File: src/hw/rtl/sbbpd_pkg.sv
// Package for the byte bit-permute decoder: state type, control structs,
// the bit shift table, the group permutations and their helper functions.
// No dependencies.
`timescale 1ns / 1ps

package sbbpd_pkg;

    localparam logic [7:0] XOR_KEY       = 8'hF0;
    localparam logic [7:0] READABLE_BYTE = 8'hFF;
    localparam logic [2:0] HDR_LEN       = 3'd4;

    localparam logic [7:0] TYPE_PAIR = 8'd0;
    localparam logic [7:0] TYPE_QUAD = 8'd1;
    localparam logic [7:0] TYPE_OCT  = 8'd2;

    typedef enum logic [0:0] {
        S_COLLECT,
        S_EMIT
    } t_state;

    typedef struct packed {
        logic take;   // an input transaction completes this cycle
        logic emit;   // load the next buffered byte into the output register
    } t_cmd;

    typedef struct packed {
        logic in_hdr;      // the next input byte belongs to the header
        logic grp_done;    // the offered body byte completes a group or the file
        logic out_free;    // the output register can take a byte this cycle
        logic emit_final;  // the current emit index is the last of the group
    } t_status;

    localparam logic signed [3:0] SHIFT_ROWS [8][8] = '{
        '{ 4'sd2,  4'sd6, -4'sd1,  4'sd0,  4'sd1, -4'sd5, -4'sd2, -4'sd1 },
        '{ 4'sd3,  4'sd4,  4'sd0,  4'sd3, -4'sd3,  4'sd2, -4'sd6, -4'sd3 },
        '{ 4'sd7,  4'sd5,  4'sd3,  4'sd1, -4'sd1, -4'sd3, -4'sd5, -4'sd7 },
        '{ 4'sd3,  4'sd1, -4'sd1, -4'sd3,  4'sd3,  4'sd1, -4'sd1, -4'sd3 },
        '{ 4'sd6,  4'sd3, -4'sd2,  4'sd4, -4'sd3, -4'sd2, -4'sd1, -4'sd5 },
        '{ 4'sd5,  4'sd6,  4'sd4, -4'sd1, -4'sd4, -4'sd4, -4'sd2, -4'sd4 },
        '{ 4'sd7, -4'sd1,  4'sd4, -4'sd2, -4'sd2, -4'sd1, -4'sd3, -4'sd2 },
        '{ 4'sd1,  4'sd5, -4'sd2, -4'sd1,  4'sd1,  4'sd2, -4'sd2, -4'sd4 }
    };

    localparam logic [2:0] PERM2 [2] = '{ 3'd1, 3'd0 };
    localparam logic [2:0] PERM4 [4] = '{ 3'd2, 3'd3, 3'd0, 3'd1 };
    localparam logic [2:0] PERM8 [8] = '{ 3'd6, 3'd4, 3'd5, 3'd7, 3'd1, 3'd2, 3'd0, 3'd3 };

    function automatic logic [3:0] group_size(input logic [7:0] gtype);
        logic [3:0] s;
        case (gtype)
            TYPE_PAIR: s = 4'd2;
            TYPE_QUAD: s = 4'd4;
            TYPE_OCT:  s = 4'd8;
            default:   s = 4'd1;
        endcase
        return s;
    endfunction

    function automatic logic [2:0] perm_src(input logic [7:0] gtype, input logic [2:0] k);
        logic [2:0] s;
        case (gtype)
            TYPE_PAIR: s = PERM2[k[0]];
            TYPE_QUAD: s = PERM4[k[1:0]];
            TYPE_OCT:  s = PERM8[k];
            default:   s = 3'd0;
        endcase
        return s;
    endfunction

    // For keys under 8 each bit moves by the signed shift of its column;
    // bits pushed past either end drop, then the whole byte is inverted.
    function automatic logic [7:0] bit_step(input logic [7:0] key, input logic [7:0] b);
        logic [7:0]        acc;
        logic signed [4:0] dest;
        acc = 8'd0;
        for (int i = 0; i < 8; i++) begin
            dest = 5'(signed'({2'b00, 3'(i)})) + 5'(SHIFT_ROWS[key[2:0]][i]);
            if (b[i] && dest >= 5'sd0 && dest <= 5'sd7) begin
                acc = acc | (8'd1 << dest[2:0]);
            end
        end
        return (key >= 8'd8) ? b : ~acc;
    endfunction

endpackage

File: src/hw/rtl/sbbpd_if.sv
// Handshake channel interfaces for the decoder: input bytes, output bytes
// and the configuration write channel. No dependencies.
`timescale 1ns / 1ps

interface sbbpd_in_if;
    logic       valid;
    logic       ready;
    logic [7:0] in_byte;
    logic       in_last;
    modport source (output valid, output in_byte, output in_last, input ready);
    modport sink   (input valid, input in_byte, input in_last, output ready);
endinterface

interface sbbpd_out_if;
    logic       valid;
    logic       ready;
    logic [7:0] out_byte;
    logic       out_last;
    modport source (output valid, output out_byte, output out_last, input ready);
    modport sink   (input valid, input out_byte, input out_last, output ready);
endinterface

interface sbbpd_cfg_if;
    logic valid;
    logic ready;
    logic make_readable;
    modport source (output valid, output make_readable, input ready);
    modport sink   (input valid, input make_readable, output ready);
endinterface

File: src/hw/rtl/sbbpd_ctrl.sv
// Controller for the decoder: alternates between collecting input bytes
// and draining a finished group. Depends on sbbpd_pkg.
`timescale 1ns / 1ps

module sbbpd_ctrl (
    input  logic             i_clk,
    input  logic             i_rst_n,
    input  logic             i_in_valid,
    output logic             o_in_ready,
    input  sbbpd_pkg::t_status i_status,
    output sbbpd_pkg::t_cmd  o_cmd
);
    import sbbpd_pkg::*;

    t_state r_state;
    t_state n_state;

    always_ff @(posedge i_clk) begin
        if (!i_rst_n) begin
            r_state <= S_COLLECT;
        end else begin
            r_state <= n_state;
        end
    end

    always_comb begin
        n_state = r_state;
        case (r_state)
            S_COLLECT: begin
                if (o_cmd.take && !i_status.in_hdr && i_status.grp_done) begin
                    n_state = S_EMIT;
                end
            end
            S_EMIT: begin
                if (o_cmd.emit && i_status.emit_final) begin
                    n_state = S_COLLECT;
                end
            end
            default: n_state = S_COLLECT;
        endcase
    end

    always_comb begin
        o_in_ready = 1'b0;
        o_cmd.take = 1'b0;
        o_cmd.emit = 1'b0;
        case (r_state)
            S_COLLECT: begin
                o_in_ready = i_status.out_free;
                o_cmd.take = i_in_valid && i_status.out_free;
            end
            S_EMIT: begin
                o_cmd.emit = i_status.out_free;
            end
            default: begin
                o_in_ready = 1'b0;
            end
        endcase
    end

`ifndef SYNTHESIS
    a_no_take_in_emit: assert property (@(posedge i_clk) disable iff (!i_rst_n)
        (r_state == S_EMIT) |-> !o_cmd.take)
        else $error("input accepted while a group is draining");
    a_emit_ends_group: assert property (@(posedge i_clk) disable iff (!i_rst_n)
        (o_cmd.emit && i_status.emit_final) |=> (r_state == S_COLLECT))
        else $error("controller did not return to collecting after a group");
    a_group_enters_emit: assert property (@(posedge i_clk) disable iff (!i_rst_n)
        (o_cmd.take && !i_status.in_hdr && i_status.grp_done) |=> (r_state == S_EMIT))
        else $error("completed group did not start draining");
`endif

endmodule

File: src/hw/rtl/sbbpd_dp.sv
// Datapath for the decoder: header state, group buffer, emit counters,
// bit permutation and the output register. Depends on sbbpd_pkg.
`timescale 1ns / 1ps

module sbbpd_dp (
    input  logic               i_clk,
    input  logic               i_rst_n,
    input  sbbpd_pkg::t_cmd    i_cmd,
    output sbbpd_pkg::t_status o_status,
    input  logic [7:0]         i_in_byte,
    input  logic               i_in_last,
    input  logic               i_cfg_valid,
    input  logic               i_cfg_make_readable,
    input  logic               i_out_ready,
    output logic               o_out_valid,
    output logic [7:0]         o_out_byte,
    output logic               o_out_last
);
    import sbbpd_pkg::*;

    logic       r_make_readable;
    logic [2:0] r_hdr_pos,  n_hdr_pos;
    logic [7:0] r_key_row,  n_key_row;
    logic [7:0] r_gtype,    n_gtype;
    logic [3:0] r_fill,     n_fill;
    logic [7:0] r_buf [8];
    logic [2:0] r_emit_idx, n_emit_idx;
    logic [3:0] r_emit_n,   n_emit_n;
    logic       r_emit_perm, n_emit_perm;
    logic       r_emit_last, n_emit_last;
    logic       r_out_valid, n_out_valid;
    logic [7:0] r_out_byte,  n_out_byte;
    logic       r_out_last,  n_out_last;

    logic       in_hdr;
    logic [3:0] size;
    logic [3:0] fill_inc;
    logic       emit_final;
    logic [2:0] src;

    assign in_hdr     = (r_hdr_pos < HDR_LEN);
    assign size       = group_size(r_gtype);
    assign fill_inc   = r_fill + 4'd1;
    assign emit_final = ({1'b0, r_emit_idx} == (r_emit_n - 4'd1));
    assign src        = r_emit_perm ? perm_src(r_gtype, r_emit_idx) : r_emit_idx;

    assign o_status.in_hdr     = in_hdr;
    assign o_status.grp_done   = (fill_inc >= size) || i_in_last;
    assign o_status.out_free   = !r_out_valid || i_out_ready;
    assign o_status.emit_final = emit_final;

    assign o_out_valid = r_out_valid;
    assign o_out_byte  = r_out_byte;
    assign o_out_last  = r_out_last;

    always_comb begin
        n_hdr_pos   = r_hdr_pos;
        n_key_row   = r_key_row;
        n_gtype     = r_gtype;
        n_fill      = r_fill;
        n_emit_idx  = r_emit_idx;
        n_emit_n    = r_emit_n;
        n_emit_perm = r_emit_perm;
        n_emit_last = r_emit_last;
        n_out_valid = r_out_valid && !i_out_ready;
        n_out_byte  = r_out_byte;
        n_out_last  = r_out_last;

        if (i_cmd.take && in_hdr) begin
            if (r_hdr_pos == 3'd0) begin
                n_key_row = i_in_byte ^ XOR_KEY;
            end else if (r_hdr_pos == 3'd1) begin
                n_gtype = i_in_byte ^ XOR_KEY;
            end
            n_hdr_pos   = r_hdr_pos + 3'd1;
            n_out_valid = 1'b1;
            n_out_byte  = (r_hdr_pos < 3'd2 && r_make_readable) ? READABLE_BYTE : i_in_byte;
            n_out_last  = i_in_last;
            if (i_in_last) begin
                n_hdr_pos = 3'd0;
                n_key_row = 8'd0;
                n_gtype   = 8'd0;
                n_fill    = 4'd0;
            end
        end else if (i_cmd.take) begin
            n_emit_idx = 3'd0;
            if (fill_inc >= size) begin
                n_emit_n    = size;
                n_emit_perm = (size != 4'd1);
                n_emit_last = i_in_last;
                n_fill      = 4'd0;
            end else if (i_in_last) begin
                // A trailing partial group drains in arrival order.
                n_emit_n    = fill_inc;
                n_emit_perm = 1'b0;
                n_emit_last = 1'b1;
                n_fill      = 4'd0;
            end else begin
                n_fill = fill_inc;
            end
        end

        if (i_cmd.emit) begin
            n_out_valid = 1'b1;
            n_out_byte  = bit_step(r_key_row, r_buf[src]);
            n_out_last  = r_emit_last && emit_final;
            n_emit_idx  = r_emit_idx + 3'd1;
            // The key row is still needed until the last byte of the file leaves.
            if (emit_final && r_emit_last) begin
                n_hdr_pos = 3'd0;
                n_key_row = 8'd0;
                n_gtype   = 8'd0;
            end
        end
    end

    always_ff @(posedge i_clk) begin
        if (!i_rst_n) begin
            r_make_readable <= 1'b0;
            r_hdr_pos       <= 3'd0;
            r_key_row       <= 8'd0;
            r_gtype         <= 8'd0;
            r_fill          <= 4'd0;
            r_emit_idx      <= 3'd0;
            r_emit_n        <= 4'd0;
            r_emit_perm     <= 1'b0;
            r_emit_last     <= 1'b0;
            r_out_valid     <= 1'b0;
        end else begin
            if (i_cfg_valid) begin
                r_make_readable <= i_cfg_make_readable;
            end
            r_hdr_pos   <= n_hdr_pos;
            r_key_row   <= n_key_row;
            r_gtype     <= n_gtype;
            r_fill      <= n_fill;
            r_emit_idx  <= n_emit_idx;
            r_emit_n    <= n_emit_n;
            r_emit_perm <= n_emit_perm;
            r_emit_last <= n_emit_last;
            r_out_valid <= n_out_valid;
        end
    end

    always_ff @(posedge i_clk) begin
        r_out_byte <= n_out_byte;
        r_out_last <= n_out_last;
        if (i_cmd.take && !in_hdr) begin
            r_buf[r_fill[2:0]] <= i_in_byte;
        end
    end

`ifndef SYNTHESIS
    a_emit_in_range: assert property (@(posedge i_clk) disable iff (!i_rst_n)
        i_cmd.emit |-> (({1'b0, r_emit_idx} < r_emit_n) && (r_emit_n <= size)))
        else $error("emit index beyond the group being drained");
    a_fill_bounded: assert property (@(posedge i_clk) disable iff (!i_rst_n)
        r_fill < 4'd8)
        else $error("group fill count out of range");
    a_file_end_resets: assert property (@(posedge i_clk) disable iff (!i_rst_n)
        (i_cmd.emit && emit_final && r_emit_last) |=> (r_hdr_pos == 3'd0 && r_fill == 4'd0))
        else $error("header state not cleared after the final byte");
`endif

endmodule

File: src/hw/rtl/script_byte_bit_permute_decoder.sv
// Timing: a header byte is presented in the cycle after its transaction; a body
// group's first byte passes the emit state and then the output register once the
// transaction that completes it is taken. Header bytes go one per cycle while the
// output accepts; a body group is collected, then drained while input is held off.
// Reset (synchronous, active low) clears header, fill and emit control and the
// readable option; the group buffer and output payload are not reset.
`timescale 1ns / 1ps

module script_byte_bit_permute_decoder (
    input  logic       i_clk,
    input  logic       i_rst_n,
    sbbpd_in_if.sink   i_in_ch,
    sbbpd_out_if.source o_out_ch,
    sbbpd_cfg_if.sink  i_cfg_ch
);
    import sbbpd_pkg::*;

    t_cmd    cmd;
    t_status status;
    logic    in_ready;

    assign i_in_ch.ready  = in_ready;
    assign i_cfg_ch.ready = 1'b1;

    sbbpd_ctrl u_ctrl (
        .i_clk      (i_clk),
        .i_rst_n    (i_rst_n),
        .i_in_valid (i_in_ch.valid),
        .o_in_ready (in_ready),
        .i_status   (status),
        .o_cmd      (cmd)
    );

    sbbpd_dp u_dp (
        .i_clk               (i_clk),
        .i_rst_n             (i_rst_n),
        .i_cmd               (cmd),
        .o_status            (status),
        .i_in_byte           (i_in_ch.in_byte),
        .i_in_last           (i_in_ch.in_last),
        .i_cfg_valid         (i_cfg_ch.valid),
        .i_cfg_make_readable (i_cfg_ch.make_readable),
        .i_out_ready         (o_out_ch.ready),
        .o_out_valid         (o_out_ch.valid),
        .o_out_byte          (o_out_ch.out_byte),
        .o_out_last          (o_out_ch.out_last)
    );

endmodule

File: src/flat_wrapper.sv
// flat-port wrapper written by rule: the top's interface ports become plain ports
module script_byte_bit_permute_decoder_flat import sbbpd_pkg::*;
  (i_clk, i_rst_n, i_in_ch_valid, i_in_ch_in_byte, i_in_ch_in_last, i_in_ch_ready, o_out_ch_valid, o_out_ch_out_byte, o_out_ch_out_last, o_out_ch_ready, i_cfg_ch_valid, i_cfg_ch_make_readable, i_cfg_ch_ready);
  sbbpd_in_if i_in_ch_i ();
  sbbpd_out_if o_out_ch_i ();
  sbbpd_cfg_if i_cfg_ch_i ();
  input  logic i_clk;
  input  logic i_rst_n;
  input wire logic [$bits(i_in_ch_i.valid)-1:0] i_in_ch_valid;
  input wire logic [$bits(i_in_ch_i.in_byte)-1:0] i_in_ch_in_byte;
  input wire logic [$bits(i_in_ch_i.in_last)-1:0] i_in_ch_in_last;
  output wire logic [$bits(i_in_ch_i.ready)-1:0] i_in_ch_ready;
  output wire logic [$bits(o_out_ch_i.valid)-1:0] o_out_ch_valid;
  output wire logic [$bits(o_out_ch_i.out_byte)-1:0] o_out_ch_out_byte;
  output wire logic [$bits(o_out_ch_i.out_last)-1:0] o_out_ch_out_last;
  input wire logic [$bits(o_out_ch_i.ready)-1:0] o_out_ch_ready;
  input wire logic [$bits(i_cfg_ch_i.valid)-1:0] i_cfg_ch_valid;
  input wire logic [$bits(i_cfg_ch_i.make_readable)-1:0] i_cfg_ch_make_readable;
  output wire logic [$bits(i_cfg_ch_i.ready)-1:0] i_cfg_ch_ready;
  assign i_in_ch_i.valid = i_in_ch_valid;
  assign i_in_ch_i.in_byte = i_in_ch_in_byte;
  assign i_in_ch_i.in_last = i_in_ch_in_last;
  assign i_in_ch_ready = i_in_ch_i.ready;
  assign o_out_ch_valid = o_out_ch_i.valid;
  assign o_out_ch_out_byte = o_out_ch_i.out_byte;
  assign o_out_ch_out_last = o_out_ch_i.out_last;
  assign o_out_ch_i.ready = o_out_ch_ready;
  assign i_cfg_ch_i.valid = i_cfg_ch_valid;
  assign i_cfg_ch_i.make_readable = i_cfg_ch_make_readable;
  assign i_cfg_ch_ready = i_cfg_ch_i.ready;
  script_byte_bit_permute_decoder u_core (.i_clk(i_clk), .i_rst_n(i_rst_n), .i_in_ch(i_in_ch_i), .o_out_ch(o_out_ch_i), .i_cfg_ch(i_cfg_ch_i));
endmodule
File: config.mk
export PLATFORM = sky130hd
export DESIGN_NAME = script_byte_bit_permute_decoder_flat
export DESIGN_NICKNAME = d
export VERILOG_FILES = /design/src/hw/rtl/sbbpd_pkg.sv /design/src/hw/rtl/sbbpd_if.sv /design/src/hw/rtl/sbbpd_ctrl.sv /design/src/hw/rtl/sbbpd_dp.sv /design/src/hw/rtl/script_byte_bit_permute_decoder.sv /design/src/flat_wrapper.sv
export SDC_FILE = /design/constraint.sdc
export NUM_CORES = 1
export LEC_CHECK = 0
export BUFFER_PORTS_ARGS = -buffer_cell sky130_fd_sc_hd__buf_2
export CAP_MARGIN = 20
export CORE_MARGIN = 3
export CORE_UTILIZATION = 25
export DETAILED_ROUTE_END_ITERATION = 8
export MAX_ROUTING_LAYER = met4
export PLACE_DENSITY = 0.36
export SYNTH_ARGS = -nofsm -noshare
export SYNTH_HDL_FRONTEND = slang
export SYNTH_SLANG_ARGS = --single-unit
File: constraint.sdc
create_clock -name i_clk -period 4.2 [get_ports i_clk]
set_input_delay 0.42 -clock i_clk [delete_from_list [all_inputs] [get_ports i_clk]]
set_output_delay 0.42 -clock i_clk [all_outputs]
set_load 0.005 [all_outputs]
; Word-level counts from Yosys, hierarchy flattened
; Memories as Yosys holds them, arrays and structs flattened.
; Cells that the tools add are included.
[classes]
addsub = 11
n_lt_le_gt_ge = 24
n_eq_ne = 7
shifts = 8
muxes = 74
bitwise_logic = 15
reduce_logical = 38
[ops]
columns = operator, n
row1 = $mux W8, 31
row2 = $mux W32, 2
row3 = $shl A1 B3 Y8 const A, 8
row4 = $or A8 B8 Y8, 7
row5 = $mux W3, 14
row6 = $ge A5 B1 Y1 const B, 7
row7 = $le A5 B4 Y1 const B, 7
row8 = $mux W4, 7
row9 = $logic_and A1 B1 Y1, 24
row10 = $add A4 B4 Y5 const A, 4
row11 = $mux W1, 16
row12 = $pmux W4 S3, 1
row13 = $add A3 B4 Y5 const A, 2
row14 = $pmux W3 S3, 1
row15 = $eq A8 B1 Y1 const B, 1
row16 = $eq A8 B2 Y1 const B, 1
row17 = $ge A4 B4 Y1 const B, 2
row18 = $ge A8 B4 Y1 const B, 1
row19 = $logic_not A8 Y1, 1
row20 = $not A3 Y4, 2
row21 = $not A8 Y8, 1
row22 = $reduce_bool A2 Y1, 4
row23 = $add A3 B1 Y3 const B, 2
row24 = $bmux W3 S2, 1
row25 = 25 further kinds, 30
[totals]
regBits = 44
mem_bits_rw = 64
romBits = 280
input_bits = 15
output_inout_bits = 12
wordCells = 193
n_memories = 3
[memory_table]
columns = memory, depth, width, read_ports, rd_ports_with_merged_regs, wr, line
row1 = (name not given), 8, 32, 1, 0, 0, sbbpd_pkg.sv:77  ; dest = 5'(signed'({2'b00, 3'(i)})) + 5'(SHIFT_ROWS[key[2:0]][i]);
row2 = u_core.u_dp.r_buf, 8, 8, 1, 0, 1, sbbpd_dp.sv:26  ; logic [7:0] r_buf [8];
row3 = (name not given), 8, 3, 1, 0, 0, sbbpd_pkg.sv:64  ; TYPE_OCT: s = PERM8[k];

; Logic depth before layout (Yosys ltp)
; Gate-level depths: netlist of run 1.
; An unclocked memory read counts as a cell.
[depth]
word_depth = 35
depth_mapped = 15

; Modules after synthesis
; A second synthesis of run 1 with hierarchy kept.
[unflattened]
hier_cells = 778
hier_area_um2 = 7034.2
[modules_own_cells]
columns = module, instances, cells_per_inst, area_each_um2, seq_area_each_um2
row1 = sbbpd_dp, 1, 769, 6956.7, 2872.8
row2 = sbbpd_ctrl, 1, 7, 66.3, 20.0
row3 = script_byte_bit_permute_decoder, 1, 2, 11.3, 0.0

; Worst setup path before layout of run 1
; OpenSTA, ideal clock, no wires.
[synth_timing]
kind = flip-flop to flip-flop
start = register u_core.u_dp.r_key_row[2]
end = register u_core.u_dp.r_out_byte[3], in the netlist u_core.u_dp.o_out_byte[3], data pin
setup_time_ns = 0.260
arrival_ns = 2.862
t_required_ns = 3.940
setup_slack_ns = 1.078
path_stages_with_launch = 15
path_buffers = 4
period_less_slack_ns = 3.122
cell_sequence = dfxtp_1 > clkbuf_1 > clkbuf_1 > clkbuf_1 > clkbuf_1 > o22ai_1 > a21oi_1 > ha_1 > inv_1 > a31oi_1 > o221ai_1 > nor2b_1 > o2bb2a_1 > nand3_1 > a21oi_1
[synth_via]
elab_chain_cells = 33
[synth_lines]
columns = item, line
row1 = "start, declared", sbbpd_dp.sv:23  ; logic [7:0] r_key_row, n_key_row;
row2 = "start signal, assigned", sbbpd_dp.sv:134  ; r_key_row <= n_key_row;
row3 = branches (longest 31 deep; another with $mem_v2 Z8 W32), n/a
row4 = $mux W8 *, sbbpd_pkg.sv:82  ; return (key >= 8'd8) ? b : ~acc;
row5 = $mux W8 *, sbbpd_dp.sv:103  ; if (i_cmd.emit) begin
row6 = via u_core.u_dp.n_out_byte[3], sbbpd_dp.sv:32  ; logic [7:0] r_out_byte, n_out_byte;
row7 = "end signal, assigned", sbbpd_dp.sv:146  ; r_out_byte <= n_out_byte;
row8 = "end, declared", sbbpd_dp.sv:32
; Mark *: on every way through the listed nets, which the timed path passes. The select of a mux whose other input is x is not followed.
; A chain may end at the register's enable or synchronous reset.

; Final worst setup path of run 1
[layout_timing]
start = register u_core.u_dp.r_emit_idx[0]
end = register u_core.u_dp.r_out_byte[0], in the netlist u_core.u_dp.o_out_byte[0], data pin
[layout_via]
elab_chain_cells = 35
[layout_lines]
columns = item, line
row1 = "start, declared", sbbpd_dp.sv:27  ; logic [2:0] r_emit_idx, n_emit_idx;
row2 = "start signal, assigned", sbbpd_dp.sv:137  ; r_emit_idx <= n_emit_idx;
row3 = "$not A3 Y4 (not written as such), or another cell as far along", sbbpd_pkg.sv:64
row4 = "$mem_v2 Z8 W3, or another cell as far along", n/a
row5 = "$mux W3, on equally long branches (2 in a row)", "sbbpd_pkg.sv:64, sbbpd_pkg.sv:62, sbbpd_pkg.sv:63"
row6 = $pmux W3 S3, sbbpd_pkg.sv:61  ; case (gtype)
row7 = $mux W3 *, sbbpd_dp.sv:45  ; assign src = r_emit_perm ? perm_src(r_gtype, r_emit_idx) : r_emit_idx;
row8 = $mem_v2 Z8 W8 *, n/a
row9 = $logic_and A1 B1 Y1 (2 in a row), sbbpd_pkg.sv:78  ; if (b[i] && dest >= 5'sd0 && dest <= 5'sd7) begin
row10 = $mux W8, sbbpd_pkg.sv:78
row11 = [... 18 more ...], n/a
row12 = $mux W8, sbbpd_dp.sv:103
row13 = $or A8 B8 Y8, sbbpd_pkg.sv:79  ; acc = acc | (8'd1 << dest[2:0]);
row14 = $mux W8, sbbpd_pkg.sv:78
row15 = $mux W8, sbbpd_dp.sv:103
row16 = $not A8 Y8, sbbpd_pkg.sv:82
row17 = $mux W8 *, sbbpd_pkg.sv:82
row18 = $mux W8 *, sbbpd_dp.sv:103
row19 = via u_core.u_dp.n_out_byte[0], sbbpd_dp.sv:32
; Mark *: on every way through the listed nets, which the timed path passes. The rest lies on a longest branch. The select of a mux whose other input is x is not followed.

==> out/results.txt, run 1 <==
worst slew pin tran: 1070 ps
commonest non-fill, non-tap cell in the layout: nor2_1
post-CTS resize count: 0
Seq. cell area: 0.00289 mm^2
Clk Latency, worst-skew pair: 360 ps
Yosys Warn Count: 0
CTS Hold Buffers Added: 0
initial DRC count: 416
number of CTS-inserted buffers: 9
Critical Path RT: 4300 ps
postcts setup bufs: 0
#FFs+latches synth: 108
layout cells sized above 1: 12.8%
CP Launch Point: u_core.u_dp.r_emit_idx[0]
Syn Inst Count: 728
vias in the first global route: 5567
Starting Density: 25.9%
TritonCTS clock tree: built
initial antenna violation count: 0
Final Slew Violations: 0
Fin Setup TNS: 0 ps
Final Core Density: 28.9%
CP Launch Type: register
average wire per standard cell: 20.7 um
Layout area overhead: 11.7%
H-Tree Depth: 3
multi-input logic area: 0.00364 mm^2
reg2reg start: u_core.u_dp.r_emit_idx[0]
CTS sink count: 108
Area contributors post-synth: edfxtp_1 32%, dfxtp_1 10%, ha_1 6.4%, nor2_1 5.8%, mux2i_1 5.3%
GRT overflow: 0
minimum clock period: 3750 ps
area leader, netlist: edfxtp_1
largest net degree at the start of global routing: 24
critical-path cell with the highest stage delay: o21ai_4
vias per cell: 5.22
Die H: 172 um
Post-DP Area: 0.00736 mm^2
I/O Buffers: 25
RSZ-0062 raised after global routing: false
Synth Net Count: 778
Die Wd: 172 um
root buffer cell: clkbuf_16
Placed Instances: 1067
Die ar.: 0.0294 mm^2
final non-filler cell total: 1083
clk buf depth: 2
number of synthesized flops with an enable pin: 73
total inserted antenna cells: 0
Hold WS: 323 ps
Vias: 5656
most frequent cells in the layout: 106 x nor2_1, 73 x edfxtp_1, 68 x nand2_1
area share of the largest cell type after synthesis: 32.0%
IO Pins: 27
Largest stage delay, worst path: 590 ps
sequential area share after synthesis: 42.2%
critical hold path startpoint: i_cfg_ch_make_readable
Most used DFF post-synth: edfxtp_1
cell chain of the critical path: ha_1 > nand2b_4 > a41oi_4 > o21ai_4 > mux2i_1 > mux4_2 > nor2b_1 > nand4_1 > o2111ai_1 > o31ai_1
Final Hold Viols: 0
post-DP HPWL: 16600 um
Core Box Area: 0.0265 mm^2
synthesized area: 0.00685 mm^2
CP Class: reg2reg
Max Cap Viol: 0
num rows: 59
final wirelength: 22400 um
Static Leakage: 2.75 nW
first-pass GRT wire length: 34400 um
VDD IR max: 0.170 mV
gpl congestion: 0.897
maximum fanout along the worst path: 15
clock-pin slew on the worst setup and hold paths: 80 ps
DRC: 0
Critical Path Sink Type: register
Finished Cell Area: 0.00766 mm^2
Hold Crit Class: in2reg
final antenna-violating net count: 0
Final Net Count: 793
PD cells: 301 mW/mm^2
drt pass-1 iters: 6
highest clock rate: 267 MHz
Final Setup Violations: 0
Syn Area/Cell: 9.41 um^2
Slew headroom: 28.4%
Final Skew: 8.89 ps
GRT Total Usage: 16.0%
ys async rst share: 0%
CP Data Arrival Time: 3850 ps
outcome: finished, final reports clean
filler instances: 2758
Final period util: 89.3%
Netlist cell types: 78
==> synth_stat cells (5+ instances only) <==
cell type,instances
o22ai_1,9
o2111ai_1,5
and3_1,8
o221ai_1,5
nand3b_1,5
a21oi_1,44
mux4_2,5
o21ai_0,25
nor2_1,106
edfxtp_1,73
clkbuf_1,32
nand4_1,7
nand2_1,68
nand3_1,21
nor2b_1,14
and2_1,6
dfxtp_1,35
a22oi_1,13
mux2_2,9
mux2i_1,36
a21boi_0,5
a31oi_1,7
o211ai_1,9
ha_1,35
inv_1,28
nor3_1,11
nand2b_1,12
==> final cells by class <==
cell class,count,area share [%]
well taps,335,5.47
flip-flops and latches,108,37.8
repair buffers,48,3.89
clock buffers,9,2.94
multi-input cells,547,47.6
inverters,29,1.42
clock inverters,7,0.899
==> registers in the layout (all words and copies together), names as in the netlist <==
name,flops
u_core.u_dp.r_emit_n,4
u_core.u_dp.o_out_last,1
u_core.u_dp.r_buf,64
u_core.u_dp.o_out_byte,8
u_core.u_ctrl.r_state,1
u_core.u_dp.r_emit_idx,3
u_core.u_dp.r_emit_last,1
u_core.u_dp.r_emit_perm,1
u_core.u_dp.o_out_valid,1
u_core.u_dp.r_fill,4
u_core.u_dp.r_key_row,8
u_core.u_dp.r_hdr_pos,3
u_core.u_dp.r_make_readable,1
u_core.u_dp.r_gtype,8
==> per-layer routing <==
metal	track usage [%]	up-vias	routed length [um]
met5	-	-	0
met4	4.09	0	405
met3	2.00	18	967
met2	25.5	146	10500
met1	21.6	2801	10500
li1	-	2691	-
==> cells by family (layout without fill, tap and decap cells) <==
family / after synthesis / after routing / synth area share [%]
compound gates: 170 / 170 / 17.5
buf+inv: 73 / 93 / 4.62
flops: 108 / 108 / 42.2
other cells: 1 / 1 / 0.0547
fa+ha+maj: 35 / 35 / 6.39
xor+xnor: 7 / 7 / 0.895
mux: 51 / 51 / 8.60
simple gates: 283 / 283 / 19.8
==> worst max-delay path: cells and delay by family (launching register included) <==
family	cells	cell delay, ps
fa+ha+maj	1	350
flops	1	520
simple gates	3	740
compound gates	4	1110
mux	2	750
==> final timing paths <==
check	endpoint	slack (ps)	cells past startpoint
setup / recovery	u_core.u_dp.o_out_byte[0]	450	10
hold / removal	u_core.u_dp.r_make_readable	320	3
setup reg to reg	u_core.u_dp.o_out_byte[0]	450	10
hold reg to reg	u_core.u_dp.r_emit_last	500	2
==> power breakdown <==
part / switching [mW] / leakage, nW / internal (mW)
registers: 0.00898 / 0.942 / 1.15
logic: 0.190 / 1.67 / 0.0928
clock network: 0.447 / 0.138 / 0.419
==> per-stage QoR <==
stage                     power, mW  setup WS, ps
after floorplan                1.35          1080
after CTS                      2.33           457
final                          2.30           451
after detailed placement       1.46           481
after global routing           2.42           249
after global placement         1.47           445
No activity file was read; power rests on OpenSTA's default activity.
==> inputs of run 2 (changes only) <==
Settings changed: CELL_PAD_IN_SITES_DETAIL_PLACEMENT set to 1, CELL_PAD_IN_SITES_GLOBAL_PLACEMENT set to 1, MAX_ROUTING_LAYER met4 to unset, PLACE_DENSITY 0.36 to 0.44.
==> out/results.txt, run 2 (same netlist as run 1, synthesis figures left out) <==
number of flip-flops in the largest register: 64 (unchanged)
Placed Instances: 1063 (-0.37%)
clk buf depth: 2 (unchanged)
VDD IR max: 0.147 mV (-13%)
combinational cell fraction of total power: 12.1% (-0.2 points)
root buffer cell: clkbuf_16
number of CTS-inserted buffers: 9 (unchanged)
Final period util: 90.3% (+0.99 points)
PD cells: 310 mW/mm^2 (+2.9%)
Post-DP Area: 0.00733 mm^2 (-0.41%)
final non-filler cell total: 1081 (-0.18%)
clock-pin slew on the worst setup and hold paths: 90 ps (about the same)
Psw: 0.654 mW (+1.3%)
Final Setup Violations: 0 (unchanged)
num rows: 59 (unchanged)
most frequent cells in the layout: 106 x nor2_1, 73 x edfxtp_1, 68 x nand2_1
Final Hold Viols: 0 (unchanged)
highest clock rate: 264 MHz (-1.1%)
post-DP HPWL: 17800 um (+7.2%)
post-CTS resize count: 0 (unchanged)
RSZ-0062 raised after global routing: false
Net Sw Frac: 27.5% (-0.51 points)
Max Cap Viol: 0 (unchanged)
final wirelength: 23600 um (+5.4%)
Final Slew Violations: 0 (unchanged)
Final Skew: 16.4 ps (+7.50 ps)
CP Launch Type: register
GRT overflow: 0 (unchanged)
Critical Path RT: 4310 ps (about the same)
Clk Latency, worst-skew pair: 360 ps (about the same)
final antenna-violating net count: 0 (unchanged)
Slew headroom: 30.6% (+2.1 points)
Vias: 5654 (-0.035%)
CTS Hold Buffers Added: 0 (unchanged)
maximum fanout along the worst path: 16 (+1)
commonest non-fill, non-tap cell in the layout: nor2_1
Final Net Count: 791 (-0.25%)
sequential share of power: 48.6% (-1.5 points)
DRC: 0 (unchanged)
largest net degree at the start of global routing: 29 (+21%)
CTS sink count: 108 (unchanged)
Layout area overhead: 11.9%
Die ar.: 0.0294 mm^2 (unchanged)
first-pass GRT wire length: 36200 um (+5.3%)
layout cells sized above 1: 12.7% (-0.10 points)
Fin Setup TNS: 0 ps (unchanged)
IO Pins: 27 (unchanged)
worst slew pin tran: 1040 ps (-31.9 ps)
Static Leakage: 2.76 nW (+0.35%)
Finished Cell Area: 0.00767 mm^2 (+0.20%)
I/O Buffers: 25 (unchanged)
Starting Density: 25.9% (unchanged)
Clk network pwr share: 39.2% (+1.6 points)
vias in the first global route: 6070 (+9.0%)
vias per cell: 5.23 (+0.15%)
Internal Power: 1.72 mW (+3.9%)
drt pass-1 iters: 4 (-2)
GRT Total Usage: 16.4% (+0.40 points)
Die H: 172 um (unchanged)
initial antenna violation count: 1 (+1)
initial DRC count: 296 (-29%)
minimum clock period: 3790 ps (+41.4 ps)
Critical Path Sink Type: register
outcome: finished, final reports clean
postcts setup bufs: 0 (unchanged)
CP Data Arrival Time: 3900 ps (+50 ps)
Core Box Area: 0.0265 mm^2 (unchanged)
TritonCTS clock tree: built
average wire per standard cell: 21.8 um (+5.6%)
CP Class: reg2reg
Die Wd: 172 um (unchanged)
H-Tree Depth: 3 (unchanged)
gpl congestion: 0.865 (-3.5%)
total inserted antenna cells: 0 (unchanged)
Hold Crit Class: in2reg
-- run 2: cell count changes in the layout (fill, tap and decap cells not counted), sizes merged --
cell,change
buf,-2
clkinvlp,-2
inv,+2
bufinv,+1
clkinv,-1
-- run 2: path summary, 6_finish.rpt --
path,slack [ps],endpoint,cells past startpoint,start
hold / removal,320,u_core.u_dp.r_make_readable,3,i_cfg_ch_make_readable
setup reg to reg,410,u_core.u_dp.o_out_byte[2],10,u_core.u_dp.r_emit_idx[0]
hold reg to reg,510,u_core.u_dp.r_emit_last,2,u_core.u_dp.r_emit_last
setup / recovery,410,u_core.u_dp.o_out_byte[2],10,u_core.u_dp.r_emit_idx[0]
-- run 2: per-layer routing --
| layer | part of all wire (%) | GRT usage (%) | up-vias |
|---|---|---|---|
| li1 | - | - | 2691 |
| met1 | 46 | 21.2 | 2843 |
| met2 | 49 | 28.5 | 89 |
| met3 | 3.1 | 2.44 | 31 |
| met4 | 2.2 | 4.51 | 0 |
| met5 | 0 | 0 | - |
-- run 2: layout make-up --
cell class / instances / area, um^2
inverters: 29 / 109
fillers: 3015 / 18800
well taps: 335 / 419
multi-input cells: 547 / 3640
clock inverters: 7 / 95.1
flip-flops and latches: 108 / 2890
repair buffers: 46 / 287
clock buffers: 9 / 225
-- run 2: critical path, stage by stage (launching register included) --
cell,delay [ps]
dfxtp_1,510
ha_1,350
nand2b_4,100
a41oi_4,220
o21ai_4,600
mux2i_1,190
mux4_2,590
nor2b_1,460
a22oi_1,190
o221ai_1,170
o32ai_2,120
-- run 2: power groups by stage --
stage          Combinational, mW  Sequential (mW)  Clock, mW
2_1_floorplan              0.176             1.18          0
3_3_place_gp               0.290             1.18          0
3_5_place_dp               0.289             1.18          0
4_1_cts                    0.291             1.16      0.970
5_1_grt                    0.320             1.16       1.01
6_report                   0.289             1.16      0.933
-- run 2: through the flow --
step | hold WS (ps) | utilization (%) | setup WS (ps) | power, mW
after floorplan | 458 | - | 1080 | 1.35
after global placement | 472 | 27.7 | 370 | 1.47
after detailed placement | 506 | 27.7 | 382 | 1.47
after CTS | 306 | 28.9 | 361 | 2.42
after global routing | 307 | 28.9 | 167 | 2.49
final | 315 | 28.9 | 409 | 2.38
==> inputs of run 3 (changes only) <==
==> constraint.sdc (replaced) <==
create_clock -name i_clk -period 4.2 [get_ports i_clk]
set_input_delay 0.84 -clock i_clk [delete_from_list [all_inputs] [get_ports i_clk]]
set_output_delay 0.84 -clock i_clk [all_outputs]
set_load 0.005 [all_outputs]
==> out/results.txt, run 3 (same netlist as run 1, synthesis figures left out) <==
PD cells: 301 mW/mm^2 (-3.0%)
Psw: 0.647 mW (-1.2%)
clk buf depth: 2 (unchanged)
number of flip-flops in the largest register: 64 (unchanged)
initial antenna violation count: 1 (unchanged)
vias in the first global route: 5918 (-2.5%)
slack of the critical path: 365 ps (-44.8 ps)
Starting Density: 25.9% (unchanged)
total inserted antenna cells: 0 (unchanged)
worst slew pin tran: 685 ps (-353 ps)
minimum clock period: 3840 ps (+44.8 ps)
RSZ-0062 raised after global routing: false
gpl congestion: 0.868 (+0.28%)
Die ar.: 0.0294 mm^2 (unchanged)
CTS sink count: 108 (unchanged)
final antenna-violating net count: 0 (unchanged)
Post-DP Area: 0.00738 mm^2 (+0.61%)
Die Wd: 172 um (unchanged)
Net Sw Frac: 28.0% (+0.47 points)
IO Pins: 27 (unchanged)
Final period util: 91.3% (+1.1 points)
post-DP HPWL: 17600 um (-1.2%)
I/O Buffers: 25 (unchanged)
VDD IR max: 0.151 mV (+2.6%)
Final Net Count: 795 (+0.51%)
Pwr Total: 2.31 mW (-2.8%)
combinational cell fraction of total power: 12.4% (+0.3 points)
maximum fanout along the worst path: 16 (unchanged)
Final Core Density: 29.0% (+0.038 points)
CP Launch Type: register
Clk Latency, worst-skew pair: 360 ps (about the same)
final wirelength: 23200 um (-1.8%)
Final Setup Violations: 0 (unchanged)
Max Cap Viol: 0 (unchanged)
Finished Cell Area: 0.00768 mm^2 (+0.13%)
GRT Total Usage: 16.1% (-0.29 points)
Hold Crit Class: reg2reg
outcome: finished, final reports clean
layout cells sized above 1: 13.2% (+0.47 points)
drt pass-1 iters: 5 (+1)
Layout area overhead: 12.1%
CP Launch Point: u_core.u_dp.r_emit_idx[0]
number of CTS-inserted buffers: 9 (unchanged)
most frequent cells in the layout: 106 x nor2_1, 73 x edfxtp_1, 68 x nand2_1
vias per cell: 5.25 (+0.30%)
CP Class: reg2reg
Reg2Reg Depth: 10 (unchanged)
Internal Power: 1.66 mW (-3.5%)
DRC: 0 (unchanged)
Die H: 172 um (unchanged)
R2R Setup Slk: 360 ps (-40 ps)
CP Data Arrival Time: 3940 ps (+40 ps)
worst reg2reg path endpoint: u_core.u_dp.o_out_byte[2]
pre-CTS setup slack: 376 ps (-5.45 ps)
Final Hold Viols: 0 (unchanged)
Static Leakage: 2.78 nW (+0.42%)
commonest non-fill, non-tap cell in the layout: nor2_1
Critical Path RT: 4300 ps (about the same)
first-pass GRT wire length: 35800 um (-1.2%)
Vias: 5692 (+0.67%)
sequential share of power: 50.0% (+1.4 points)
Final Slew Violations: 0 (unchanged)
reg2reg start: u_core.u_dp.r_emit_idx[0]
initial DRC count: 368 (+24%)
num rows: 59 (unchanged)
GRT overflow: 0 (unchanged)
Setup crit end: u_core.u_dp.o_out_byte[2]
TritonCTS clock tree: built
CTS Hold Buffers Added: 0 (unchanged)
Clk network pwr share: 37.6% (-1.6 points)
root buffer cell: clkbuf_16
clock-pin slew on the worst setup and hold paths: 90 ps (about the same)
H-Tree Depth: 3 (unchanged)
Core Box Area: 0.0265 mm^2 (unchanged)
post-CTS resize count: 0 (unchanged)
Slew headroom: 53.2% (+23 points)
highest clock rate: 261 MHz (-1.2%)
largest net degree at the start of global routing: 29 (unchanged)
average wire per standard cell: 21.4 um (-2.1%)
Critical Path Sink Type: register
postcts setup bufs: 0 (unchanged)
Fin Setup TNS: 0 ps (unchanged)
Final Skew: 16.0 ps (-0.405 ps)
## run 3: final cells by class
class,instances,area (um^2)
inverter,29,109
sequential,108,2890
timing repair buffer,50,313
clock inverter,7,78.8
fill,3018,18800
clock buffer,9,225
tap,335,419
multi-input combinational,547,3640
## run 3: per-stage QoR
| step | cells | hold WS [ps] |
|---|---|---|
| global placement | 1069 | 472 |
| CTS | 1085 | 512 |
| detailed placement | 1069 | 499 |
| finish | 1085 | 510 |
| floorplan | 728 | 458 |
| global route | 1085 | 563 |
## run 3: critical path, stage by stage, from the launching register on
cell      delay [ps]
dfxtp_1          510
ha_1             350
nand2b_4         100
a41oi_4          220
o21ai_4          610
mux2i_1          210
mux4_2           580
nor2b_1          480
a22oi_1          210
o221ai_1         160
o32ai_2          120
## run 3: power groups by stage
stage                     clock, mW  sequential, mW  combinational (mW)
final                         0.868            1.16               0.286
after global placement            0            1.18               0.289
after floorplan                   0            1.18               0.176
after global routing          0.948            1.16               0.318
after CTS                     0.912            1.16               0.288
after detailed placement          0            1.18               0.288
## run 3: worst min path at each step
| stage | end | slack (ps) | cells past startpoint | from |
|---|---|---|---|---|
| after global routing | u_core.u_dp.r_fill[1] | 560 | 2 | u_core.u_dp.r_fill[1] |
| after global placement | u_core.u_dp.r_emit_last | 470 | 2 | u_core.u_dp.r_emit_last |
| after floorplan | u_core.u_dp.r_emit_last | 460 | 2 | u_core.u_dp.r_emit_last |
| after detailed placement | u_core.u_dp.r_emit_last | 500 | 2 | u_core.u_dp.r_emit_last |
| final | u_core.u_dp.r_emit_last | 510 | 2 | u_core.u_dp.r_emit_last |
| after CTS | u_core.u_dp.r_emit_last | 510 | 2 | u_core.u_dp.r_emit_last |
## run 3: layer usage
metal	track usage [%]	vias up	routed length, um
met1	21.1	2868	10500
met2	28.1	111	11500
li1	-	2693	-
met5	0	-	0
met3	2.25	20	753
met4	3.78	0	338
